File: src/sfsg_pkg.sv
// Shared types and constants of the stick flick swipe generator.
// No dependencies; used by the top level and the checker.
package sfsg_pkg;

    // Width of every payload coordinate and stick field on the ports
    localparam int FIELD_W = 16;

    // Configuration port shape
    localparam int CFG_AW = 3;
    localparam int CFG_DW = 12;

    typedef logic [CFG_AW-1:0] cfg_idx_t;

    localparam cfg_idx_t CFG_ENABLE   = 3'd0;
    localparam cfg_idx_t CFG_LENGTH   = 3'd1;
    localparam cfg_idx_t CFG_FRAMES   = 3'd2;
    localparam cfg_idx_t CFG_DEADZONE = 3'd3;
    localparam cfg_idx_t CFG_WIDTH    = 3'd4;
    localparam cfg_idx_t CFG_HEIGHT   = 3'd5;

    // Pointer event kinds
    typedef logic [1:0] kind_t;

    localparam kind_t EV_DOWN = 2'd0;
    localparam kind_t EV_MOVE = 2'd1;
    localparam kind_t EV_UP   = 2'd2;

    // Threshold arithmetic
    localparam logic [31:0] REST_MAX    = 32'd10;
    localparam logic [31:0] K_REARM     = 32'd196602;
    localparam logic [31:0] K_ARM       = 32'd32767;
    localparam logic [31:0] SCALE_REARM = 32'd1000000;
    localparam logic [31:0] SCALE_ARM   = 32'd10000;
    localparam logic [6:0]  PCT_MIN     = 7'd5;
    localparam logic [6:0]  PCT_MAX     = 7'd95;
    localparam logic [7:0]  FRAMES_MIN  = 8'd2;

endpackage

File: src/sfsg_div.sv
// Restoring divider, one quotient bit per cycle.
// Standalone; used by the top level for edge fitting, end points and moves.
module sfsg_div #(
    parameter int NW = 48,
    parameter int DW = 32
) (
    input  logic          clk,
    input  logic          rst_n,
    input  logic          start,
    input  logic [NW-1:0] num,
    input  logic [DW-1:0] den,
    output logic [NW-1:0] quo,
    output logic          done
);

    localparam int CNW = $clog2(NW + 1);

    logic          busy_reg;
    logic          done_reg;
    logic [CNW-1:0] cnt_reg;
    logic [NW-1:0] num_reg;
    logic [DW-1:0] rem_reg;
    logic [DW-1:0] den_reg;

    logic [DW:0]   rem_sh;
    logic          ge;
    logic [DW-1:0] rem_new;

    // Bring down one dividend bit and try the subtraction
    always_comb
    begin
        rem_sh  = {rem_reg, num_reg[NW-1]};
        ge      = rem_sh >= {1'b0, den_reg};
        rem_new = ge ? DW'(rem_sh - {1'b0, den_reg}) : rem_sh[DW-1:0];
    end

    // Control: load on start, run NW steps, flag completion for one cycle
    always_ff @(posedge clk or negedge rst_n)
    begin
        if (!rst_n)
        begin
            busy_reg <= 1'b0;
            done_reg <= 1'b0;
            cnt_reg  <= '0;
        end
        else if (start && !busy_reg)
        begin
            busy_reg <= 1'b1;
            done_reg <= 1'b0;
            cnt_reg  <= '0;
        end
        else if (busy_reg)
        begin
            cnt_reg <= cnt_reg + 1'b1;
            if (cnt_reg == CNW'(NW - 1))
            begin
                busy_reg <= 1'b0;
                done_reg <= 1'b1;
            end
        end
        else
        begin
            done_reg <= 1'b0;
        end
    end

    // Datapath: dividend shifts out as quotient bits shift in
    always_ff @(posedge clk)
    begin
        if (start && !busy_reg)
        begin
            num_reg <= num;
            den_reg <= den;
            rem_reg <= '0;
        end
        else if (busy_reg)
        begin
            num_reg <= {num_reg[NW-2:0], ge};
            rem_reg <= rem_new;
        end
    end

    assign quo  = num_reg;
    assign done = done_reg;

endmodule

File: src/sfsg_sqrt.sv
// Digit-by-digit integer square root, one root bit per cycle.
// Standalone; used by the top level for the stick radius.
module sfsg_sqrt #(
    parameter int N = 48
) (
    input  logic           clk,
    input  logic           rst_n,
    input  logic           start,
    input  logic [N-1:0]   radicand,
    output logic [N/2-1:0] root,
    output logic           done
);

    localparam int RW  = N / 2;
    localparam int CNW = $clog2(RW + 1);

    logic           busy_reg;
    logic           done_reg;
    logic [CNW-1:0] cnt_reg;
    logic [N-1:0]   rad_reg;
    logic [RW:0]    rem_reg;
    logic [RW-1:0]  root_reg;

    logic [RW+2:0]  rem_sh;
    logic [RW+2:0]  trial;
    logic           ge;

    // Bring down two radicand bits and test root*4+1
    always_comb
    begin
        rem_sh = {rem_reg, rad_reg[N-1:N-2]};
        trial  = {1'b0, root_reg, 2'b01};
        ge     = rem_sh >= trial;
    end

    // Control: RW steps per root
    always_ff @(posedge clk or negedge rst_n)
    begin
        if (!rst_n)
        begin
            busy_reg <= 1'b0;
            done_reg <= 1'b0;
            cnt_reg  <= '0;
        end
        else if (start && !busy_reg)
        begin
            busy_reg <= 1'b1;
            done_reg <= 1'b0;
            cnt_reg  <= '0;
        end
        else if (busy_reg)
        begin
            cnt_reg <= cnt_reg + 1'b1;
            if (cnt_reg == CNW'(RW - 1))
            begin
                busy_reg <= 1'b0;
                done_reg <= 1'b1;
            end
        end
        else
        begin
            done_reg <= 1'b0;
        end
    end

    // Datapath
    always_ff @(posedge clk)
    begin
        if (start && !busy_reg)
        begin
            rad_reg  <= radicand;
            rem_reg  <= '0;
            root_reg <= '0;
        end
        else if (busy_reg)
        begin
            rad_reg  <= {rad_reg[N-3:0], 2'b00};
            rem_reg  <= ge ? (RW+1)'(rem_sh - trial) : rem_sh[RW:0];
            root_reg <= {root_reg[RW-2:0], ge};
        end
    end

    assign root = root_reg;
    assign done = done_reg;

endmodule

File: src/stick_flick_swipe_generator.sv
// Top level of the stick flick swipe generator: sequencer, shared multiplier.
// Depends on sfsg_pkg, sfsg_div and sfsg_sqrt.
//
// Usage: one input request per video frame on in_valid/in_ready carries the
// stick sample and the cursor. Each request yields zero or one pointer event
// on out_valid/out_ready. Configuration is written on cfg_we/cfg_addr/
// cfg_wdata while the block is idle.
// Work done per request, with no stall; divides and the root are serial:
//   - no flick check, or no flick: at most the stick squares and threshold checks;
//   - a flick: the threshold checks, the root, an edge fit per axis that can
//     move (a multiply and a divide), the end point per axis (a multiply and
//     a divide) and the down event;
//   - a move frame: a multiply and a divide per axis, then the move event
//     unless it has no delta; an up frame: the up event only.
// One request is worked on at a time; in_ready is high only between
// requests. A finished event waits in the output register, and the next
// request is taken meanwhile; if the receiver still stalls when the next
// event is ready, the sequencer holds until the register frees up.
// Reset clears the stroke state and loads the register defaults; no
// clearing pass is needed.
module stick_flick_swipe_generator #(
    parameter int FRAC_BITS  = 4,
    parameter int COORD_BITS = 16
) (
    input  logic                          clk,
    input  logic                          rst_n,
    input  logic                          cfg_we,
    input  logic [sfsg_pkg::CFG_AW-1:0]   cfg_addr,
    input  logic [sfsg_pkg::CFG_DW-1:0]   cfg_wdata,
    input  logic                          in_valid,
    output logic                          in_ready,
    input  logic signed [sfsg_pkg::FIELD_W-1:0] stick_x,
    input  logic signed [sfsg_pkg::FIELD_W-1:0] stick_y,
    input  logic [sfsg_pkg::FIELD_W-1:0]  cursor_x,
    input  logic [sfsg_pkg::FIELD_W-1:0]  cursor_y,
    output logic                          out_valid,
    input  logic                          out_ready,
    output logic [1:0]                    event_kind,
    output logic [sfsg_pkg::FIELD_W-1:0]  prev_x,
    output logic [sfsg_pkg::FIELD_W-1:0]  prev_y,
    output logic [sfsg_pkg::FIELD_W-1:0]  pos_x,
    output logic [sfsg_pkg::FIELD_W-1:0]  pos_y
);

    localparam int FW  = sfsg_pkg::FIELD_W;
    localparam int PTW = (COORD_BITS > FW) ? COORD_BITS : FW;
    localparam int LW  = 12 + FRAC_BITS;
    localparam int NW  = 48;
    localparam int DW  = 32;
    localparam int SQN = 48;
    localparam int SQR = SQN / 2;

    localparam logic signed [31:0] MARGIN = 32'(2 << FRAC_BITS);
    localparam logic [LW-1:0]      MINLEN = LW'(8 << FRAC_BITS);
    localparam logic [PTW-1:0]     CMAX   = PTW'({COORD_BITS{1'b1}});

    // Sequencer states
    localparam logic [4:0] S_IDLE = 5'd0;
    localparam logic [4:0] S_SQX  = 5'd1;
    localparam logic [4:0] S_SQY  = 5'd2;
    localparam logic [4:0] S_CHK0 = 5'd3;
    localparam logic [4:0] S_M1   = 5'd4;
    localparam logic [4:0] S_M2   = 5'd5;
    localparam logic [4:0] S_M3   = 5'd6;
    localparam logic [4:0] S_CMP1 = 5'd7;
    localparam logic [4:0] S_M4   = 5'd8;
    localparam logic [4:0] S_M5   = 5'd9;
    localparam logic [4:0] S_M6   = 5'd10;
    localparam logic [4:0] S_CMP2 = 5'd11;
    localparam logic [4:0] S_SQRT = 5'd12;
    localparam logic [4:0] S_AXIS = 5'd13;
    localparam logic [4:0] S_AMUL = 5'd14;
    localparam logic [4:0] S_ADST = 5'd15;
    localparam logic [4:0] S_ADW  = 5'd16;
    localparam logic [4:0] S_LCHK = 5'd17;
    localparam logic [4:0] S_EMUL = 5'd18;
    localparam logic [4:0] S_EDST = 5'd19;
    localparam logic [4:0] S_EDW  = 5'd20;
    localparam logic [4:0] S_ADV  = 5'd21;
    localparam logic [4:0] S_VMUL = 5'd22;
    localparam logic [4:0] S_VDST = 5'd23;
    localparam logic [4:0] S_VDW  = 5'd24;
    localparam logic [4:0] S_VFIN = 5'd25;
    localparam logic [4:0] S_EMIT = 5'd26;

    // Configuration registers
    logic        en_reg;
    logic [11:0] len_cfg_reg;
    logic [7:0]  frames_reg;
    logic [6:0]  pct_reg;
    logic [11:0] sw_reg;
    logic [11:0] sh_reg;

    // Request and stroke state
    logic [4:0]            state_reg;
    logic signed [FW-1:0]  sx_reg, sy_reg;
    logic [FW-1:0]         cx_reg, cy_reg;
    logic                  armed_reg, active_reg;
    logic [7:0]            fidx_reg, ftot_reg;
    logic [PTW-1:0]        start_x_reg, start_y_reg;
    logic [PTW-1:0]        end_x_reg, end_y_reg;
    logic [PTW-1:0]        last_x_reg, last_y_reg;
    logic [PTW-1:0]        new_x_reg, new_y_reg;
    logic [31:0]           s2_reg;
    logic [63:0]           t1_reg, t2_reg;
    logic [SQR-1:0]        r_reg;
    logic [LW-1:0]         len_reg;
    logic                  sel_reg;

    // Pending and output event
    sfsg_pkg::kind_t       pk_reg;
    logic [PTW-1:0]        pprev_x_reg, pprev_y_reg, ppos_x_reg, ppos_y_reg;
    logic                  ov_reg;
    sfsg_pkg::kind_t       ok_reg;
    logic [FW-1:0]         oprev_x_reg, oprev_y_reg, opos_x_reg, opos_y_reg;

    // Datapath signals
    logic signed [FW:0]    sx_e, sy_e, dsy_e, s_cur;
    logic [FW:0]           ax, ay, a_cur;
    logic [FW-1:0]         c_cur;
    logic [31:0]           size_q;
    logic signed [31:0]    room;
    logic [6:0]            pct;
    logic [31:0]           mul_a, mul_b;
    logic [63:0]           mul_p;
    logic signed [PTW:0]   dx, dy, d_cur;
    logic [PTW:0]          ad_cur;
    logic [PTW-1:0]        st_cur;
    logic                  div_start;
    logic [NW-1:0]         div_num, div_quo;
    logic [DW-1:0]         div_den;
    logic                  div_done;
    logic                  sq_start, sq_done;
    logic [SQR-1:0]        sq_root;
    logic                  arm_skip;
    logic [PTW-1:0]        end_new, mov_new;

    // Saturating base plus or minus a magnitude
    function automatic logic [PTW-1:0] sat_add(input logic [PTW-1:0] base,
                                               input logic [NW-1:0] q,
                                               input logic neg);
        logic signed [NW+1:0] v;
        logic signed [NW+1:0] qs;
        qs = $signed({2'b00, q});
        v  = $signed((NW+2)'(base)) + (neg ? -qs : qs);
        if (v < 0)
            sat_add = '0;
        else if (v > $signed((NW+2)'(CMAX)))
            sat_add = CMAX;
        else
            sat_add = v[PTW-1:0];
    endfunction

    // Stick magnitudes and the axis under work
    always_comb
    begin
        sx_e   = (FW+1)'(sx_reg);
        sy_e   = (FW+1)'(sy_reg);
        dsy_e  = (FW+1)'(-sy_e);
        ax     = sx_e[FW] ? (FW+1)'(-sx_e) : (FW+1)'(sx_e);
        ay     = sy_e[FW] ? (FW+1)'(-sy_e) : (FW+1)'(sy_e);
        s_cur  = sel_reg ? dsy_e : sx_e;
        a_cur  = sel_reg ? ay : ax;
        c_cur  = sel_reg ? cy_reg : cx_reg;
        size_q = 32'(sel_reg ? sh_reg : sw_reg) << FRAC_BITS;
        if (s_cur > 0)
            room = $signed(size_q) - MARGIN - $signed(32'(c_cur));
        else
            room = $signed(32'(c_cur)) - MARGIN;
        if (pct_reg < sfsg_pkg::PCT_MIN)
            pct = sfsg_pkg::PCT_MIN;
        else if (pct_reg > sfsg_pkg::PCT_MAX)
            pct = sfsg_pkg::PCT_MAX;
        else
            pct = pct_reg;
        dx     = $signed({1'b0, end_x_reg}) - $signed({1'b0, start_x_reg});
        dy     = $signed({1'b0, end_y_reg}) - $signed({1'b0, start_y_reg});
        d_cur  = sel_reg ? dy : dx;
        ad_cur = d_cur[PTW] ? (PTW+1)'(-d_cur) : (PTW+1)'(d_cur);
        st_cur = sel_reg ? start_y_reg : start_x_reg;
        arm_skip = (t1_reg < t2_reg) || armed_reg;
        end_new = sat_add(PTW'(c_cur), div_quo, s_cur[FW]);
        mov_new = sat_add(st_cur, div_quo, d_cur[PTW]);
    end

    // Shared multiplier operand select
    always_comb
    begin
        mul_a = '0;
        mul_b = '0;
        case (state_reg)
            S_SQX:
            begin
                mul_a = 32'(ax);
                mul_b = 32'(ax);
            end
            S_SQY:
            begin
                mul_a = 32'(ay);
                mul_b = 32'(ay);
            end
            S_M1:
            begin
                mul_a = s2_reg;
                mul_b = sfsg_pkg::SCALE_REARM;
            end
            S_M2:
            begin
                mul_a = sfsg_pkg::K_REARM;
                mul_b = 32'(pct);
            end
            S_M4:
            begin
                mul_a = s2_reg;
                mul_b = sfsg_pkg::SCALE_ARM;
            end
            S_M5:
            begin
                mul_a = sfsg_pkg::K_ARM;
                mul_b = 32'(pct);
            end
            S_M3, S_M6:
            begin
                mul_a = t2_reg[31:0];
                mul_b = t2_reg[31:0];
            end
            S_AMUL:
            begin
                mul_a = room;
                mul_b = 32'(r_reg);
            end
            S_EMUL:
            begin
                mul_a = 32'(a_cur);
                mul_b = 32'(len_reg);
            end
            S_VMUL:
            begin
                mul_a = 32'(ad_cur);
                mul_b = 32'(fidx_reg);
            end
            default:
            begin
                mul_a = '0;
                mul_b = '0;
            end
        endcase
        mul_p = 64'(mul_a) * 64'(mul_b);
    end

    // Divider operand select
    always_comb
    begin
        div_start = 1'b0;
        div_num   = '0;
        div_den   = '0;
        case (state_reg)
            S_ADST:
            begin
                div_start = 1'b1;
                div_num   = t1_reg[NW-1:0];
                div_den   = DW'(a_cur) << 8;
            end
            S_EDST:
            begin
                div_start = 1'b1;
                div_num   = {t1_reg[NW-9:0], 8'h00} + NW'(r_reg >> 1);
                div_den   = DW'(r_reg);
            end
            S_VDST:
            begin
                div_start = 1'b1;
                div_num   = t1_reg[NW-1:0] + NW'(ftot_reg >> 1);
                div_den   = DW'(ftot_reg);
            end
            default:
            begin
                div_start = 1'b0;
            end
        endcase
    end

    assign sq_start = (state_reg == S_CMP2) && !arm_skip;

    sfsg_div #(.NW(NW), .DW(DW)) u_div (
        .clk   (clk),
        .rst_n (rst_n),
        .start (div_start),
        .num   (div_num),
        .den   (div_den),
        .quo   (div_quo),
        .done  (div_done)
    );

    sfsg_sqrt #(.N(SQN)) u_sqrt (
        .clk      (clk),
        .rst_n    (rst_n),
        .start    (sq_start),
        .radicand ({s2_reg, 16'h0000}),
        .root     (sq_root),
        .done     (sq_done)
    );

    // Configuration writes
    always_ff @(posedge clk or negedge rst_n)
    begin
        if (!rst_n)
        begin
            en_reg      <= 1'b1;
            len_cfg_reg <= 12'd400;
            frames_reg  <= 8'd8;
            pct_reg     <= 7'd50;
            sw_reg      <= 12'd1920;
            sh_reg      <= 12'd1080;
        end
        else if (cfg_we)
        begin
            case (cfg_addr)
                sfsg_pkg::CFG_ENABLE:   en_reg      <= cfg_wdata[0];
                sfsg_pkg::CFG_LENGTH:   len_cfg_reg <= cfg_wdata;
                sfsg_pkg::CFG_FRAMES:   frames_reg  <= cfg_wdata[7:0];
                sfsg_pkg::CFG_DEADZONE: pct_reg     <= cfg_wdata[6:0];
                sfsg_pkg::CFG_WIDTH:    sw_reg      <= cfg_wdata;
                sfsg_pkg::CFG_HEIGHT:   sh_reg      <= cfg_wdata;
                default:                ;
            endcase
        end
    end

    // Sequencer and stroke state
    always_ff @(posedge clk or negedge rst_n)
    begin
        if (!rst_n)
        begin
            state_reg   <= S_IDLE;
            armed_reg   <= 1'b0;
            active_reg  <= 1'b0;
            fidx_reg    <= '0;
            ftot_reg    <= '0;
            start_x_reg <= '0;
            start_y_reg <= '0;
            end_x_reg   <= '0;
            end_y_reg   <= '0;
            last_x_reg  <= '0;
            last_y_reg  <= '0;
            sel_reg     <= 1'b0;
            ov_reg      <= 1'b0;
        end
        else
        begin
            // Drop the output event once taken, unless a new one replaces it
            if (ov_reg && out_ready && state_reg != S_EMIT)
                ov_reg <= 1'b0;

            case (state_reg)
                S_IDLE:
                begin
                    if (in_valid)
                    begin
                        sx_reg    <= stick_x;
                        sy_reg    <= stick_y;
                        cx_reg    <= cursor_x;
                        cy_reg    <= cursor_y;
                        state_reg <= (en_reg && !active_reg) ? S_SQX : S_ADV;
                    end
                end
                S_SQX:
                begin
                    s2_reg    <= mul_p[31:0];
                    state_reg <= S_SQY;
                end
                S_SQY:
                begin
                    s2_reg    <= s2_reg + mul_p[31:0];
                    state_reg <= S_CHK0;
                end
                S_CHK0:
                begin
                    if (s2_reg <= sfsg_pkg::REST_MAX)
                    begin
                        armed_reg <= 1'b0;
                        state_reg <= S_ADV;
                    end
                    else
                        state_reg <= S_M1;
                end
                S_M1:
                begin
                    t1_reg    <= mul_p;
                    state_reg <= S_M2;
                end
                S_M2, S_M3:
                begin
                    t2_reg    <= mul_p;
                    state_reg <= state_reg + 1'b1;
                end
                S_CMP1:
                begin
                    if (t1_reg < t2_reg)
                    begin
                        armed_reg <= 1'b0;
                        state_reg <= S_ADV;
                    end
                    else
                        state_reg <= S_M4;
                end
                S_M4:
                begin
                    t1_reg    <= mul_p;
                    state_reg <= S_M5;
                end
                S_M5, S_M6:
                begin
                    t2_reg    <= mul_p;
                    state_reg <= state_reg + 1'b1;
                end
                S_CMP2:
                begin
                    if (arm_skip)
                        state_reg <= S_ADV;
                    else
                    begin
                        armed_reg <= 1'b1;
                        state_reg <= S_SQRT;
                    end
                end
                S_SQRT:
                begin
                    if (sq_done)
                    begin
                        r_reg     <= sq_root;
                        len_reg   <= LW'(len_cfg_reg) << FRAC_BITS;
                        sel_reg   <= 1'b0;
                        state_reg <= S_AXIS;
                    end
                end
                // Fit the stroke inside the screen, one axis at a time
                S_AXIS:
                begin
                    if (s_cur == 0 || room <= 0)
                    begin
                        if (s_cur != 0)
                            len_reg <= '0;
                        sel_reg   <= 1'b1;
                        state_reg <= sel_reg ? S_LCHK : S_AXIS;
                    end
                    else
                        state_reg <= S_AMUL;
                end
                S_AMUL:
                begin
                    t1_reg    <= mul_p;
                    state_reg <= S_ADST;
                end
                S_ADST:
                    state_reg <= S_ADW;
                S_ADW:
                begin
                    if (div_done)
                    begin
                        if (div_quo < NW'(len_reg))
                            len_reg <= LW'(div_quo);
                        sel_reg   <= 1'b1;
                        state_reg <= sel_reg ? S_LCHK : S_AXIS;
                    end
                end
                S_LCHK:
                begin
                    sel_reg   <= 1'b0;
                    state_reg <= (len_reg < MINLEN) ? S_ADV : S_EMUL;
                end
                // End point along the flick direction
                S_EMUL:
                begin
                    t1_reg    <= mul_p;
                    state_reg <= S_EDST;
                end
                S_EDST:
                    state_reg <= S_EDW;
                S_EDW:
                begin
                    if (div_done)
                    begin
                        if (sel_reg)
                        begin
                            end_y_reg   <= end_new;
                            start_x_reg <= PTW'(cx_reg);
                            start_y_reg <= PTW'(cy_reg);
                            active_reg  <= 1'b1;
                            fidx_reg    <= '0;
                            ftot_reg    <= (frames_reg < sfsg_pkg::FRAMES_MIN) ?
                                           sfsg_pkg::FRAMES_MIN : frames_reg;
                            state_reg   <= S_ADV;
                        end
                        else
                        begin
                            end_x_reg <= end_new;
                            sel_reg   <= 1'b1;
                            state_reg <= S_EMUL;
                        end
                    end
                end
                // Advance the running stroke by one frame
                S_ADV:
                begin
                    if (!active_reg)
                        state_reg <= S_IDLE;
                    else if (fidx_reg == 8'd0)
                    begin
                        last_x_reg  <= start_x_reg;
                        last_y_reg  <= start_y_reg;
                        fidx_reg    <= 8'd1;
                        pk_reg      <= sfsg_pkg::EV_DOWN;
                        pprev_x_reg <= start_x_reg;
                        pprev_y_reg <= start_y_reg;
                        ppos_x_reg  <= start_x_reg;
                        ppos_y_reg  <= start_y_reg;
                        state_reg   <= S_EMIT;
                    end
                    else if (fidx_reg < ftot_reg)
                    begin
                        sel_reg   <= 1'b0;
                        state_reg <= S_VMUL;
                    end
                    else
                    begin
                        active_reg  <= 1'b0;
                        pk_reg      <= sfsg_pkg::EV_UP;
                        pprev_x_reg <= end_x_reg;
                        pprev_y_reg <= end_y_reg;
                        ppos_x_reg  <= end_x_reg;
                        ppos_y_reg  <= end_y_reg;
                        state_reg   <= S_EMIT;
                    end
                end
                S_VMUL:
                begin
                    t1_reg    <= mul_p;
                    state_reg <= S_VDST;
                end
                S_VDST:
                    state_reg <= S_VDW;
                S_VDW:
                begin
                    if (div_done)
                    begin
                        if (sel_reg)
                        begin
                            new_y_reg <= mov_new;
                            state_reg <= S_VFIN;
                        end
                        else
                        begin
                            new_x_reg <= mov_new;
                            sel_reg   <= 1'b1;
                            state_reg <= S_VMUL;
                        end
                    end
                end
                S_VFIN:
                begin
                    last_x_reg  <= new_x_reg;
                    last_y_reg  <= new_y_reg;
                    fidx_reg    <= fidx_reg + 1'b1;
                    pk_reg      <= sfsg_pkg::EV_MOVE;
                    pprev_x_reg <= last_x_reg;
                    pprev_y_reg <= last_y_reg;
                    ppos_x_reg  <= new_x_reg;
                    ppos_y_reg  <= new_y_reg;
                    if (new_x_reg == last_x_reg && new_y_reg == last_y_reg)
                        state_reg <= S_IDLE;
                    else
                        state_reg <= S_EMIT;
                end
                // Hold the event until the output register is free
                S_EMIT:
                begin
                    if (!ov_reg || out_ready)
                    begin
                        ov_reg    <= 1'b1;
                        state_reg <= S_IDLE;
                    end
                end
                default:
                    state_reg <= S_IDLE;
            endcase
        end
    end

    // Output payload register
    always_ff @(posedge clk)
    begin
        if (state_reg == S_EMIT && (!ov_reg || out_ready))
        begin
            ok_reg      <= pk_reg;
            oprev_x_reg <= FW'(pprev_x_reg & CMAX);
            oprev_y_reg <= FW'(pprev_y_reg & CMAX);
            opos_x_reg  <= FW'(ppos_x_reg & CMAX);
            opos_y_reg  <= FW'(ppos_y_reg & CMAX);
        end
    end

    assign in_ready   = (state_reg == S_IDLE);
    assign out_valid  = ov_reg;
    assign event_kind = ok_reg;
    assign prev_x     = oprev_x_reg;
    assign prev_y     = oprev_y_reg;
    assign pos_x      = opos_x_reg;
    assign pos_y      = opos_y_reg;

endmodule

File: config.mk
export PLATFORM = sky130hd
export DESIGN_NAME = stick_flick_swipe_generator
export DESIGN_NICKNAME = d
export VERILOG_FILES = /design/src/sfsg_pkg.sv /design/src/sfsg_div.sv /design/src/sfsg_sqrt.sv /design/src/stick_flick_swipe_generator.sv
export SDC_FILE = /design/constraint.sdc
export NUM_CORES = 2
export LEC_CHECK = 0
export BUFFER_PORTS_ARGS = -buffer_cell sky130_fd_sc_hd__buf_4
export CORE_ASPECT_RATIO = 1.5
export CORE_MARGIN = 2
export CORE_UTILIZATION = 55
export CTS_CLUSTER_SIZE = 12
export DETAILED_ROUTE_END_ITERATION = 16
export PLACE_DENSITY = 0.76
export SKIP_LAST_GASP = 1
export SLEW_MARGIN = 30
export SYNTH_ARGS = -nofsm -noshare
export SYNTH_HDL_FRONTEND = slang
export SYNTH_SLANG_ARGS = --single-unit
File: constraint.sdc
create_clock -name clk -period 20.5 [get_ports clk]
set_clock_uncertainty 0.15 [all_clocks]
set_input_delay 0 -clock clk [delete_from_list [all_inputs] [get_ports clk]]
set_output_delay 0 -clock clk [all_outputs]
set_load 0.005 [all_outputs]
==> metrics.md <==
| Metric | Value |
|---|---|
| Status | complete, no violations |
| GPL Wtd Cong | roughly 1.1 |
| CP max-delay cell | mux2i_1 |
| Dpl hpwl | 267 mm |
| Flip-flop and latch count after synthesis | 802 |
| Leading area contributor after synthesis | fa_1 |
| Mapped Cells | 9319 |
| Grt peak-use layer | met2 |
| Via Count | 75875 |
| CP endpoint kind | register |
| Slew HR | 23.5% |
| Synth area leaders | fa_1 21%, edfxtp_1 19%, ha_1 8.1% |
| Number of nets in the layout | 11006 |
| Final period utilization | roughly three quarters |
| Initial antenna violation count | 20 |
| Total die area | 0.157 sq mm |
| I/O pin total | 152 |
| ANT nets after route | 0 |
| Fin crit period | 15670 ps |
| Vias in the first global route | 77919 |
| Critical Path Source Type | register |
| Non-Filler Instances | 11612 |
| Clock tree root buffer cell | clkbuf_16 |
| Worst Hold Class | in -> reg |
| Fmax achieved | 0.0638 GHz |
| Crit path max fanout | 55 |
| Most frequent cells in the layout | 1261 x nand2_1, 1251 x inv_1, 904 x fa_1 |
| Clk Latency, worst-skew pair | around 790 ps |
| Clock sinks | ~800 |
| Routed wire length | about 350 mm |
| WL per Instance | between 30 and 40 um |
| Peak per-stage delay on the critical path | between 800 and 900 ps |
| FF+latch area | 0.0224 sq mm |
| Worst path required time | 20840 ps |
| Syn Std Cell Area | 0.0847 sq mm |
| DIE HEIGHT | 485 um |
| Die extent in x | 324 um |
| Syn Nets | 10854 |
| Critical path data arrival time | 16010 ps |
| Synth warnings | 0 |
| Least-Margin Pin Slew | 1150 ps |
| Total grt overflow | 0 |
| Global-route wire length before repair | 518 mm |
| CTS tree | done |
| Buffers on Ports | about 150 |
| H-tree depth | 3 |
| Max-cap violations | 0 |
| Post-route DRC violation count | 0 |
| Met3 Usage GRT | between 10% and 20% |
| Largest net degree at the start of global routing | 93 |
| Clock slew at the register clock pins of the worst setup and hold paths | 70 ps |
| Clock buffer depth | 3 |
| Layout cell share with drive strength beyond 1 | 8.15% |
| Leading cell type in the layout, fill and taps excluded | nand2_1 |
| Sequential fraction of the synthesis area | 26.4% |
| Synth-to-layout area growth | 10.3% |
| Via/cell ratio | around 6.5 |
| Post-cts resize count | 0 |
| CTS Buf Count | 86 |
| Core area | 0.153 sq mm |
| Slew Limit Fails | 0 |
| Post-Place Cells | 11260 |
| Drt first-iter violations | about 8000 |
| Async set-reset flop share out of synthesis | 23.4% |
| Post-Syn Area per Cell | just over 9 sq um |
| First-pass iteration count of the detailed router | 10 |
| Main synth FF type | edfxtp_1 |
| Multi-input logic area | 0.0563 sq mm |
| Synth top area share | 21.4% |
| Met2 usage | between 70% and 80% |
| Post-synth EDFFs | 533 |
| Final hold vios | 0 |
| Fillers | 12930 |
| Setup CP Type | reg -> reg |
| Post-synthesis cell type count | 104 |
| Initial Utilization | 55.4% |
| GRT met1 Usage | between 40% and 50% |
| Cell Rows | ~180 |
| Global Route Usage Sum | a little under half |
| R2r setup slk | 4830 ps |
| Unrepaired setup endpoints after global routing | no |
| Setup violations, final | 0 |
| Setup TNS Final | 0 ps |
[per-stage QoR]
stage / utilization (%) / area [sq um] / setup WS (ps) / hold slack, ps
floorplan: - / 84700 / 5340 / -446
global placement: 57.9 / 88700 / 5440 / -241
detailed placement: 58.0 / 88700 / 5550 / -243
CTS: 60.9 / 93300 / 5440 / 4.81
global route: 61.0 / 93400 / 4410 / 40.6
finish: 61.1 / 93400 / 4830 / 53.7
[critical path: cells and delay by family, from the launching register on]
| kind | cells | cell delay [ps] |
|---|---|---|
| muxes | 1 | 890 |
| xor gates and xnor gates | 3 | 440 |
| AOI/OAI and AO/OA | 15 | 5850 |
| buffers and inverters | 7 | 520 |
| adders and majority gates | 11 | 4900 |
| DFF | 1 | 850 |
| and+or+nand+nor | 8 | 1650 |
[final cells by class]
cell class                      count  area share (%)
Timing Repair Buffer              550            4.94
Sequential cell                   802            23.9
Antenna cell                       20          0.0536
Tap cell                         2047            2.74
Inverter                         1258            5.05
Clock buffer                      130            2.59
Multi-Input combinational cell   6773            60.2
Clock inverter                     32           0.446
[synthesized netlist by cell type (26+ instances only)]
cell type	count
a211oi_1	83
a21boi_0	27
a21o_1	151
a21oi_1	332
a221oi_1	26
a22o_1	68
a31oi_1	109
and2_1	76
and3_1	60
buf_1	42
clkbuf_1	423
dfrtp_1	172
dfxtp_1	81
edfxtp_1	533
fa_1	904
ha_1	547
inv_1	1253
mux2_2	98
mux2i_1	68
nand2_1	1264
nand2b_1	55
nand3_1	164
nand4_1	81
nor2_1	762
nor2b_1	56
nor3_1	135
nor4_1	58
o211ai_1	75
o21a_1	108
o21ai_0	435
o21bai_1	31
o31ai_1	43
or3_1	53
or4_1	30
xnor2_1	229
xor2_1	194
[worst paths after layout]
kind | end | startpoint | cells after the start
max in group asynchronous | u_sqrt.busy_reg$_DFF_PN0_ | rst_n | 5
worst min register to register | prev_x[13]$_DFFE_PP_ | pprev_x_reg[13]$_DFFE_PP_ | 0
worst max register to register | s2_reg[31]$_DFFE_PP_ | sel_reg$_DFFE_PN0P_ | 45
worst max-delay path | s2_reg[31]$_DFFE_PP_ | sel_reg$_DFFE_PN0P_ | 45
min in group asynchronous | fidx_reg[4]$_DFFE_PN0P_ | rst_n | 4
worst min-delay path | len_cfg_reg[6]$_DFFE_PN0P_ | cfg_wdata[6] | 3
[routing by layer]
layer	vias up	wire length, um
li1	31786	-
met1	36996	108000
met2	5005	162000
met3	2076	34100
met4	12	50900
met5	-	68
[cell families after synthesis]
family | count (synthesis) | synth area share [%]
and+or+nand+nor | 2920 | 15.6
AOI/OAI and AO/OA | 1813 | 14.4
buffers and inverters | 1744 | 7.78
adders and majority gates | 1451 | 29.4
DFF | 802 | 26.4
xor gates and xnor gates | 423 | 4.37
muxes | 166 | 2.11
[what timing repair did]
item,4_1_cts,5_1_grt
hold buffers,168,0
endpoints found under the hold margin,252,0
setup buffers,0,0
setup endpoints to repair,0,0
Power is not shown: default switching activity piles up to over one toggle a cycle in this logic, so the estimate is an artifact.
